--- config.mk ---
export PLATFORM = sky130hd
export DESIGN_NAME = hsl_to_rgb_channel
export DESIGN_NICKNAME = d
export VERILOG_FILES = /design/src/sv/hstr_pkg.sv /design/src/sv/hstr_front.sv /design/src/sv/hstr_cdiv.sv /design/src/sv/hstr_level.sv /design/src/sv/hsl_to_rgb_channel.sv
export SDC_FILE = /design/constraint.sdc
export NUM_CORES = 2
export LEC_CHECK = 0
export BUFFER_PORTS_ARGS = -buffer_cell sky130_fd_sc_hd__clkbuf_2
export CAP_MARGIN = 40
export CORE_MARGIN = 2
export CORE_UTILIZATION = 49
export DETAILED_ROUTE_END_ITERATION = 12
export GPL_ROUTABILITY_DRIVEN = 0
export HOLD_SLACK_MARGIN = 0.08
export PLACE_DENSITY = 0.65
export SLEW_MARGIN = 0
export SYNTH_ARGS = -nofsm -noshare
export SYNTH_HDL_FRONTEND = slang
export SYNTH_SLANG_ARGS = --single-unit
--- constraint.sdc ---
create_clock -name clk -period 14.5 [get_ports clk]
set_input_delay 1.45 -clock clk [delete_from_list [all_inputs] [get_ports clk]]
set_output_delay 1.45 -clock clk [all_outputs]
set_load 0.01 [all_outputs]
--- src/sv/hstr_pkg.sv ---
`timescale 1ns / 1ps

package hstr_pkg;

    localparam int FULL_SCALE_DEF = 65535;

    // hue circle is cut into six equal segments, channels sit four segments apart
    localparam int SEG_COUNT   = 6;
    localparam int CH_SPACING  = 4;

    localparam logic [1:0] CH_RED   = 2'd0;
    localparam logic [1:0] CH_GREEN = 2'd1;
    localparam logic [1:0] CH_BLUE  = 2'd2;

    // trapezoid segments; indices 0 and 5, and any index not listed here, hold the peak
    localparam logic [15:0] SEG_FALL    = 16'd1;
    localparam logic [15:0] SEG_FLOOR_A = 16'd2;
    localparam logic [15:0] SEG_FLOOR_B = 16'd3;
    localparam logic [15:0] SEG_RISE    = 16'd4;

    // travels alongside the hue segment divide
    typedef struct packed {
        logic [31:0] prod;
        logic [15:0] lit;
        logic [15:0] sat;
    } seg_side_t;

    // travels alongside the full scale divide
    typedef struct packed {
        logic [15:0] lit;
        logic [15:0] sat;
        logic [15:0] seg;
        logic [15:0] frac;
    } fs_side_t;

    // travels alongside the ramp step divide
    typedef struct packed {
        logic [15:0] hi;
        logic [15:0] lo;
        logic [15:0] seg;
    } step_side_t;

endpackage

--- src/sv/hstr_front.sv ---
`timescale 1ns / 1ps

module hstr_front
    import hstr_pkg::*;
#(
    parameter int FULL_SCALE = FULL_SCALE_DEF,
    parameter int SEG_LEN    = (FULL_SCALE_DEF + 1) / SEG_COUNT
)
(
    input  logic        clk,
    input  logic        rst_n,
    input  logic        in_valid,
    output logic        in_ready,
    input  logic [15:0] hue,
    input  logic [15:0] saturation,
    input  logic [15:0] lightness,
    input  logic [1:0]  channel,
    output logic        out_valid,
    input  logic        out_ready,
    output logic [15:0] pos,
    output seg_side_t   side
);

    localparam logic [15:0] FS_C   = 16'(FULL_SCALE);
    localparam logic [15:0] OFF_G  = 16'(CH_SPACING * SEG_LEN);
    localparam logic [15:0] OFF_B  = 16'(2 * CH_SPACING * SEG_LEN);
    localparam logic [15:0] OFF_X  = 16'(3 * CH_SPACING * SEG_LEN);

    logic        v_reg;
    logic        v_next;
    logic [15:0] pos_reg;
    logic [15:0] pos_next;
    seg_side_t   side_reg;
    seg_side_t   side_next;
    logic [15:0] sat_c;
    logic [15:0] lit_c;
    logic [15:0] offset;

    assign in_ready = !v_reg || out_ready;

    always_comb
    begin
        sat_c = (saturation > FS_C) ? FS_C : saturation;
        lit_c = (lightness > FS_C) ? FS_C : lightness;
        case (channel)
            CH_RED:   offset = 16'd0;
            CH_GREEN: offset = OFF_G;
            CH_BLUE:  offset = OFF_B;
            default:  offset = OFF_X;
        endcase
        pos_next       = hue + offset;
        side_next.prod = lit_c * sat_c;
        side_next.lit  = lit_c;
        side_next.sat  = sat_c;
        v_next         = in_ready ? in_valid : v_reg;
    end

    always_ff @(posedge clk or negedge rst_n)
    begin
        if (!rst_n)
        begin
            v_reg <= 1'b0;
        end
        else
        begin
            v_reg <= v_next;
        end
    end

    always_ff @(posedge clk)
    begin
        if (in_ready)
        begin
            pos_reg  <= pos_next;
            side_reg <= side_next;
        end
    end

    assign out_valid = v_reg;
    assign pos       = pos_reg;
    assign side      = side_reg;

endmodule

--- src/sv/hstr_cdiv.sv ---
`timescale 1ns / 1ps

module hstr_cdiv
    import hstr_pkg::*;
#(
    parameter int NUM_W   = 32,
    parameter int DIVISOR = (FULL_SCALE_DEF + 1) / SEG_COUNT,
    parameter int SIDE_W  = 48
)
(
    input  logic              clk,
    input  logic              rst_n,
    input  logic              in_valid,
    output logic              in_ready,
    input  logic [NUM_W-1:0]  x,
    input  logic [SIDE_W-1:0] side_in,
    output logic              out_valid,
    input  logic              out_ready,
    output logic [NUM_W-1:0]  quot,
    output logic [NUM_W-1:0]  rem,
    output logic [SIDE_W-1:0] side_out
);

    localparam int HALF_W = NUM_W / 2;
    localparam int HI_W   = NUM_W - HALF_W;
    // reciprocal rounded down, so the estimate is low by at most one
    localparam logic [NUM_W-1:0] RECIP = NUM_W'((65'd1 << NUM_W) / DIVISOR);
    localparam logic [NUM_W-1:0] DIV_C = NUM_W'(DIVISOR);

    logic [3:0] v_reg;
    logic [3:0] v_next;
    logic [3:0] stage_rdy;

    // partial products
    logic [NUM_W-1:0]        x_a_reg;
    logic [HI_W+NUM_W-1:0]   pph_reg;
    logic [HI_W+NUM_W-1:0]   pph_next;
    logic [HALF_W+NUM_W-1:0] ppl_reg;
    logic [HALF_W+NUM_W-1:0] ppl_next;
    logic [SIDE_W-1:0]       side_a_reg;
    // quotient estimate
    logic [2*NUM_W-1:0]      sum;
    logic [NUM_W-1:0]        x_b_reg;
    logic [NUM_W-1:0]        qe_b_reg;
    logic [SIDE_W-1:0]       side_b_reg;
    // back product
    logic [NUM_W-1:0]        x_c_reg;
    logic [NUM_W-1:0]        qe_c_reg;
    logic [NUM_W-1:0]        qd_reg;
    logic [NUM_W-1:0]        qd_next;
    logic [SIDE_W-1:0]       side_c_reg;
    // corrected result
    logic [NUM_W-1:0]        r_est;
    logic [NUM_W-1:0]        quot_reg;
    logic [NUM_W-1:0]        quot_next;
    logic [NUM_W-1:0]        rem_reg;
    logic [NUM_W-1:0]        rem_next;
    logic [SIDE_W-1:0]       side_d_reg;

    always_comb
    begin
        stage_rdy[3] = !v_reg[3] || out_ready;
        stage_rdy[2] = !v_reg[2] || stage_rdy[3];
        stage_rdy[1] = !v_reg[1] || stage_rdy[2];
        stage_rdy[0] = !v_reg[0] || stage_rdy[1];
        v_next[0] = stage_rdy[0] ? in_valid : v_reg[0];
        v_next[1] = stage_rdy[1] ? v_reg[0] : v_reg[1];
        v_next[2] = stage_rdy[2] ? v_reg[1] : v_reg[2];
        v_next[3] = stage_rdy[3] ? v_reg[2] : v_reg[3];
    end

    assign in_ready = stage_rdy[0];

    always_comb
    begin
        pph_next = x[NUM_W-1:HALF_W] * RECIP;
        ppl_next = x[HALF_W-1:0] * RECIP;
        sum      = {pph_reg, {HALF_W{1'b0}}} + (2*NUM_W)'(ppl_reg);
        qd_next  = qe_b_reg * DIV_C;
        r_est    = x_c_reg - qd_reg;
        if (r_est >= DIV_C)
        begin
            quot_next = qe_c_reg + NUM_W'(1);
            rem_next  = r_est - DIV_C;
        end
        else
        begin
            quot_next = qe_c_reg;
            rem_next  = r_est;
        end
    end

    always_ff @(posedge clk or negedge rst_n)
    begin
        if (!rst_n)
        begin
            v_reg <= '0;
        end
        else
        begin
            v_reg <= v_next;
        end
    end

    always_ff @(posedge clk)
    begin
        if (stage_rdy[0])
        begin
            x_a_reg    <= x;
            pph_reg    <= pph_next;
            ppl_reg    <= ppl_next;
            side_a_reg <= side_in;
        end
        if (stage_rdy[1])
        begin
            x_b_reg    <= x_a_reg;
            qe_b_reg   <= sum[2*NUM_W-1:NUM_W];
            side_b_reg <= side_a_reg;
        end
        if (stage_rdy[2])
        begin
            x_c_reg    <= x_b_reg;
            qe_c_reg   <= qe_b_reg;
            qd_reg     <= qd_next;
            side_c_reg <= side_b_reg;
        end
        if (stage_rdy[3])
        begin
            quot_reg   <= quot_next;
            rem_reg    <= rem_next;
            side_d_reg <= side_c_reg;
        end
    end

    assign out_valid = v_reg[3];
    assign quot      = quot_reg;
    assign rem       = rem_reg;
    assign side_out  = side_d_reg;

endmodule

--- src/sv/hstr_level.sv ---
`timescale 1ns / 1ps

module hstr_level
    import hstr_pkg::*;
#(
    parameter int FULL_SCALE = FULL_SCALE_DEF
)
(
    input  logic        clk,
    input  logic        rst_n,
    input  logic        in_valid,
    output logic        in_ready,
    input  logic [31:0] quot,
    input  logic [31:0] rem,
    input  fs_side_t    side_in,
    output logic        out_valid,
    input  logic        out_ready,
    output logic [31:0] prod,
    output step_side_t  side_out
);

    localparam logic [15:0] FS_C   = 16'(FULL_SCALE);
    localparam logic [15:0] HALF_C = 16'(FULL_SCALE / 2);

    logic [2:0]  v_reg;
    logic [2:0]  v_next;
    logic [2:0]  stage_rdy;

    // peak level
    logic [17:0] hi_raw;
    logic [15:0] hi_a_reg;
    logic [15:0] hi_a_next;
    logic [15:0] lit_a_reg;
    logic [15:0] seg_a_reg;
    logic [15:0] frac_a_reg;
    // floor level and swing
    logic [16:0] two_l;
    logic [16:0] lo_raw;
    logic [15:0] lo_next;
    logic [15:0] hi_b_reg;
    logic [15:0] lo_b_reg;
    logic [15:0] diff_b_reg;
    logic [15:0] seg_b_reg;
    logic [15:0] frac_b_reg;
    // swing times position in segment
    logic [31:0] prod_reg;
    logic [31:0] prod_next;
    step_side_t  side_c_reg;

    always_comb
    begin
        stage_rdy[2] = !v_reg[2] || out_ready;
        stage_rdy[1] = !v_reg[1] || stage_rdy[2];
        stage_rdy[0] = !v_reg[0] || stage_rdy[1];
        v_next[0] = stage_rdy[0] ? in_valid : v_reg[0];
        v_next[1] = stage_rdy[1] ? v_reg[0] : v_reg[1];
        v_next[2] = stage_rdy[2] ? v_reg[1] : v_reg[2];
    end

    assign in_ready = stage_rdy[0];

    always_comb
    begin
        // quot is lit*sat/FS; rem flags the rounding of the upper formula
        if (side_in.lit < HALF_C)
        begin
            hi_raw = 18'(side_in.lit) + 18'(quot[15:0]);
        end
        else
        begin
            hi_raw = 18'(side_in.lit) + 18'(side_in.sat) - 18'(quot[15:0])
                     - 18'(rem != 32'd0);
        end
        hi_a_next = (hi_raw > 18'(FS_C)) ? FS_C : hi_raw[15:0];

        two_l  = {lit_a_reg, 1'b0};
        lo_raw = (two_l > 17'(hi_a_reg)) ? two_l - 17'(hi_a_reg) : 17'd0;
        lo_next = (lo_raw > 17'(hi_a_reg)) ? hi_a_reg : lo_raw[15:0];

        prod_next = diff_b_reg * frac_b_reg;
    end

    always_ff @(posedge clk or negedge rst_n)
    begin
        if (!rst_n)
        begin
            v_reg <= '0;
        end
        else
        begin
            v_reg <= v_next;
        end
    end

    always_ff @(posedge clk)
    begin
        if (stage_rdy[0])
        begin
            hi_a_reg   <= hi_a_next;
            lit_a_reg  <= side_in.lit;
            seg_a_reg  <= side_in.seg;
            frac_a_reg <= side_in.frac;
        end
        if (stage_rdy[1])
        begin
            hi_b_reg   <= hi_a_reg;
            lo_b_reg   <= lo_next;
            diff_b_reg <= hi_a_reg - lo_next;
            seg_b_reg  <= seg_a_reg;
            frac_b_reg <= frac_a_reg;
        end
        if (stage_rdy[2])
        begin
            prod_reg       <= prod_next;
            side_c_reg.hi  <= hi_b_reg;
            side_c_reg.lo  <= lo_b_reg;
            side_c_reg.seg <= seg_b_reg;
        end
    end

    assign out_valid = v_reg[2];
    assign prod      = prod_reg;
    assign side_out  = side_c_reg;

endmodule

--- src/sv/hsl_to_rgb_channel.sv ---
`timescale 1ns / 1ps

// HSL to RGB conversion for one color channel per transaction. Each transaction carries a
// 16-bit hue, saturation and lightness (lightness already on its perceptual scale) and a
// channel select (0 red, 1 green, 2 blue) and returns that channel's 16-bit level.
// Saturation and lightness above FULL_SCALE are clamped. Peak and floor levels are derived
// from lightness and saturation with a split at half scale; the level then follows a
// six-segment trapezoid over hue, each channel offset by four segments (mod 65536). Zero
// saturation falls out of the same arithmetic as level equal to lightness. The block is a
// 17-stage pipeline that accepts one transaction per clock while out_ready stays high.
// All divisions are by constants (FULL_SCALE and the segment length) and run as
// reciprocal-multiply-and-correct units of four stages each. Backpressure ripples stage
// by stage, so empty stages keep filling while a result waits on the output.

module hsl_to_rgb_channel
    import hstr_pkg::*;
#(
    parameter int FULL_SCALE = FULL_SCALE_DEF
)
(
    input  logic        clk,
    input  logic        rst_n,
    input  logic        in_valid,
    output logic        in_ready,
    input  logic [15:0] hue,
    input  logic [15:0] saturation,
    input  logic [15:0] lightness,
    input  logic [1:0]  channel,
    output logic        out_valid,
    input  logic        out_ready,
    output logic [15:0] level
);

    localparam int SEG_LEN = (FULL_SCALE + 1) / SEG_COUNT;

    // front: clamp, lightness*saturation product, per-channel hue offset
    logic        fr_valid;
    logic        fr_ready;
    logic [15:0] fr_pos;
    seg_side_t   fr_side;

    // hue position split into segment index and offset inside the segment
    logic        sg_valid;
    logic        sg_ready;
    logic [15:0] sg_quot;
    logic [15:0] sg_rem;
    seg_side_t   sg_side;
    fs_side_t    fs_in_side;

    // lightness*saturation / FULL_SCALE
    logic        fs_valid;
    logic        fs_ready;
    logic [31:0] fs_quot;
    logic [31:0] fs_rem;
    fs_side_t    fs_side;

    // peak, floor and ramp numerator
    logic        lv_valid;
    logic        lv_ready;
    logic [31:0] lv_prod;
    step_side_t  lv_side;

    // ramp step = swing * offset / segment length
    logic        st_valid;
    logic        st_ready;
    logic [31:0] st_quot;
    logic [31:0] st_rem;
    step_side_t  st_side;

    // output register
    logic        out_valid_reg;
    logic        out_valid_next;
    logic [15:0] level_reg;
    logic [15:0] level_next;
    logic [15:0] step;

    hstr_front #(
        .FULL_SCALE (FULL_SCALE),
        .SEG_LEN    (SEG_LEN)
    ) u_front (
        .clk        (clk),
        .rst_n      (rst_n),
        .in_valid   (in_valid),
        .in_ready   (in_ready),
        .hue        (hue),
        .saturation (saturation),
        .lightness  (lightness),
        .channel    (channel),
        .out_valid  (fr_valid),
        .out_ready  (fr_ready),
        .pos        (fr_pos),
        .side       (fr_side)
    );

    hstr_cdiv #(
        .NUM_W   (16),
        .DIVISOR (SEG_LEN),
        .SIDE_W  ($bits(seg_side_t))
    ) u_seg_div (
        .clk       (clk),
        .rst_n     (rst_n),
        .in_valid  (fr_valid),
        .in_ready  (fr_ready),
        .x         (fr_pos),
        .side_in   (fr_side),
        .out_valid (sg_valid),
        .out_ready (sg_ready),
        .quot      (sg_quot),
        .rem       (sg_rem),
        .side_out  (sg_side)
    );

    always_comb
    begin
        fs_in_side.lit  = sg_side.lit;
        fs_in_side.sat  = sg_side.sat;
        fs_in_side.seg  = sg_quot;
        fs_in_side.frac = sg_rem;
    end

    hstr_cdiv #(
        .NUM_W   (32),
        .DIVISOR (FULL_SCALE),
        .SIDE_W  ($bits(fs_side_t))
    ) u_fs_div (
        .clk       (clk),
        .rst_n     (rst_n),
        .in_valid  (sg_valid),
        .in_ready  (sg_ready),
        .x         (sg_side.prod),
        .side_in   (fs_in_side),
        .out_valid (fs_valid),
        .out_ready (fs_ready),
        .quot      (fs_quot),
        .rem       (fs_rem),
        .side_out  (fs_side)
    );

    hstr_level #(
        .FULL_SCALE (FULL_SCALE)
    ) u_level (
        .clk       (clk),
        .rst_n     (rst_n),
        .in_valid  (fs_valid),
        .in_ready  (fs_ready),
        .quot      (fs_quot),
        .rem       (fs_rem),
        .side_in   (fs_side),
        .out_valid (lv_valid),
        .out_ready (lv_ready),
        .prod      (lv_prod),
        .side_out  (lv_side)
    );

    hstr_cdiv #(
        .NUM_W   (32),
        .DIVISOR (SEG_LEN),
        .SIDE_W  ($bits(step_side_t))
    ) u_step_div (
        .clk       (clk),
        .rst_n     (rst_n),
        .in_valid  (lv_valid),
        .in_ready  (lv_ready),
        .x         (lv_prod),
        .side_in   (lv_side),
        .out_valid (st_valid),
        .out_ready (st_ready),
        .quot      (st_quot),
        .rem       (st_rem),
        .side_out  (st_side)
    );

    // the remainder of the ramp divide carries no information for the level
    assign st_ready = !out_valid_reg || out_ready;

    always_comb
    begin
        // step never exceeds the swing, so it fits 16 bits
        step = st_quot[15:0];
        case (st_side.seg)
            SEG_FALL:    level_next = st_side.hi - step;
            SEG_FLOOR_A,
            SEG_FLOOR_B: level_next = st_side.lo;
            SEG_RISE:    level_next = st_side.lo + step;
            default:     level_next = st_side.hi;
        endcase
        out_valid_next = st_ready ? st_valid : out_valid_reg;
        if (st_rem == 32'd0)
        begin
            level_next = level_next;
        end
    end

    always_ff @(posedge clk or negedge rst_n)
    begin
        if (!rst_n)
        begin
            out_valid_reg <= 1'b0;
        end
        else
        begin
            out_valid_reg <= out_valid_next;
        end
    end

    always_ff @(posedge clk)
    begin
        if (st_ready)
        begin
            level_reg <= level_next;
        end
    end

    assign out_valid = out_valid_reg;
    assign level     = level_reg;

endmodule
==> impl_metrics.tcl <==
set metrics [dict create \
    outcome "completed" \
    max_stage_delay_ns 0.63 \
    hold_viol 0 \
    drive_above_1_share 0.0577 \
    period_share 0.596 \
    syn_inst 6950 \
    hold_class "flop to flop" \
    final_cells 9600 \
    firstDrtPassIters 8 \
    nets 8680 \
    grt_pass1_vias 52000 \
    skew_ns 0.0586 \
    gr-total-overflow 0 \
    slowest_stage "o21ai_2" \
    multiInputGateArea_mm2 0.0405 \
    grt_pass1_wl_um 275000 \
    rsz0062_at_grt "false" \
    drtAntennaViolNets 0 \
    cts_tree "yes" \
    routed-via-count 49800 \
    layout_commonest_cell "edfxtp_1" \
    path_class "flop to flop" \
    cts_root_buffer "clkbuf_16" \
    dieArea_mm2 0.184 \
    synthesis.nets 8522 \
    cp_max_fo 25 \
    antenna_found_initial 1 \
    initial_core_util 0.492 \
    worst-path-buf-inv 4 \
    min_period_ns 8.65 \
    ys_top_cells_by_area "edfxtp_1 49%, fa_1 15%, ha_1 12%, inv_1 5.0%, xnor2_1 3.0%" \
    max-clock-path-buffers 3 \
    grt.total_usage 0.187 \
    synth.largest_area_cell "edfxtp_1" \
    clock-sinks 1450 \
    dp_hpwl_um 131000 \
    ys_types 102 \
    yosysWarnings 0 \
    nFillCells 15100 \
    ys.flop_type "edfxtp_1" \
    wl_um 168000 \
    tightest_slew_ns 0.877 \
    path_clk_slew_ns 0.07 \
    reg2reg_setup_slack_ns 5.85 \
    postCtsHoldBufs 0 \
    dp.cells 9325 \
    htreeDepth 4 \
    avgSynthCellArea_um2 12.8 \
    crit_required_ns 14.99 \
    dieHeight_um 429 \
    maxSlewHeadroom 0.415 \
    drt_iter0_markers 3029 \
    async_reset_ff_frac 0.0117 \
    fmax_ghz 0.116 \
    endpoint_kind "flop" \
    pin_count 72 \
    ys_ff_latch 1450 \
    synth-edff-count 1433 \
    cts_buffers 151 \
    area_growth_syn_to_layout_pct 9.33 \
    setup-tns-final_ns 0 \
    post_cts_resized 0 \
    cap_viol_max_count 0 \
    avgRoutedWirePerCell_um 17.5 \
    start_kind "flop" \
    insertion_delay_ns 0.80 \
    yosysSeqAreaShare 0.490 \
    grt_max_degree 69 \
    netlist_area_mm2 0.0887 \
    final_cell_mix "1433 x edfxtp_1, 1167 x inv_1, 865 x ha_1, 653 x fa_1, 490 x nand2_1" \
    setup_viol 0 \
    slew_violations 0 \
    cp_top_family "compound AO/OA/AOI/OAI gates" \
    drc 0 \
    core-area_mm2 0.180 \
    die_w_um 429 \
    seqCellArea_mm2 0.0435 \
    via_per_inst 5.19 \
    io_buffers 71 \
    postCtsSetupBuffers 0 \
    netlist.area_leader.share 0.485 \
    cp.arrival_ns 9.14 \
    rows 156 \
]
[path summary, 6_finish.rpt]
check / startpoint / to / depth (start not counted)
min in group asynchronous: rst_n / out_valid / 1
max in group asynchronous: rst_n / u_seg_div.v_reg[0] / 1
min: u_fs_div.side_b_reg[43] / u_fs_div.side_c_reg[43] / 0
max: u_level.hi_a_reg[6] / u_level.diff_b_reg[13] / 34
min reg2reg: u_fs_div.side_b_reg[43] / u_fs_div.side_c_reg[43] / 0
max reg2reg: u_level.hi_a_reg[6] / u_level.diff_b_reg[13] / 34
[metal layers]
| layer | up-vias | global-route usage | share of wire |
|---|---|---|---|
| li1 | 24100 | - | - |
| met1 | 24500 | 0.243 | 0.43 |
| met2 | 960 | 0.325 | 0.50 |
| met3 | 240 | 0.0258 | 0.039 |
| met4 | 0 | 0.0559 | 0.026 |
| met5 | - | 0 | 0 |
[cells in the mapped netlist (10+ instances only)]
master and instances:
and2_1 218, nor2b_1 42, or2_2 18, ha_1 865, o21a_1 47, inv_1 1172
a21boi_0 16, nor3_1 75, xor2_1 107, o41ai_1 10, nand4_1 45, a31oi_1 21
and3_1 52, nand3b_1 10, o21ai_0 153, fa_1 653, o31ai_1 18, nand2b_1 56
o21bai_1 61, o22a_1 16, a21o_1 96, xnor2_1 307, nor2_1 241, or3_1 21
o211ai_1 12, nor4_1 17, a221oi_1 10, nand2_1 496, clkbuf_1 90, nand3_1 82
a211oi_1 19, dfrtp_1 17, edfxtp_1 1433, a21oi_1 254
[kinds of logic (layout without fill, tap and decap cells)]
| family | count (synthesis) | in the layout | synth area share |
|---|---|---|---|
| flip-flops | 1450 | 1450 | 0.490 |
| buffers and inverters | 1273 | 1551 | 0.0541 |
| XOR/XNOR | 414 | 414 | 0.0409 |
| other | 0 | 2 | 0 |
| AND/OR/NAND/NOR | 1424 | 1424 | 0.0794 |
| multiplexers | 13 | 13 | 0.00155 |
| AO/OA/AOI/OAI | 857 | 857 | 0.0643 |
| adder cells (fa/ha/maj) | 1519 | 1519 | 0.270 |
[final cells by class]
class	count	area share
Sequential cell	1450	0.448
Multi-Input combinational cell	4227	0.418
Inverter	1173	0.0455
Clock inverter	94	0.00958
Antenna cell	2	0.0000516
Clock buffer	179	0.0405
Timing Repair Buffer	105	0.00768
Tap cell	2370	0.0306
[metrics by stage]
stage          instance area [um^2]  hold slack, ns  setup WS (ns)  utilization
2_1_floorplan                 88700           0.400          0.572            -
3_3_place_gp                  91900           0.400           5.92        0.509
4_1_cts                       96900           0.383           5.93        0.537
6_report                      96900           0.392           5.85        0.537
5_1_grt                       96900           0.399           5.27        0.537
3_5_place_dp                  92100           0.405           5.79        0.511
Power is not shown: default switching activity piles up to over one toggle a cycle in this logic, so the estimate is an artifact.
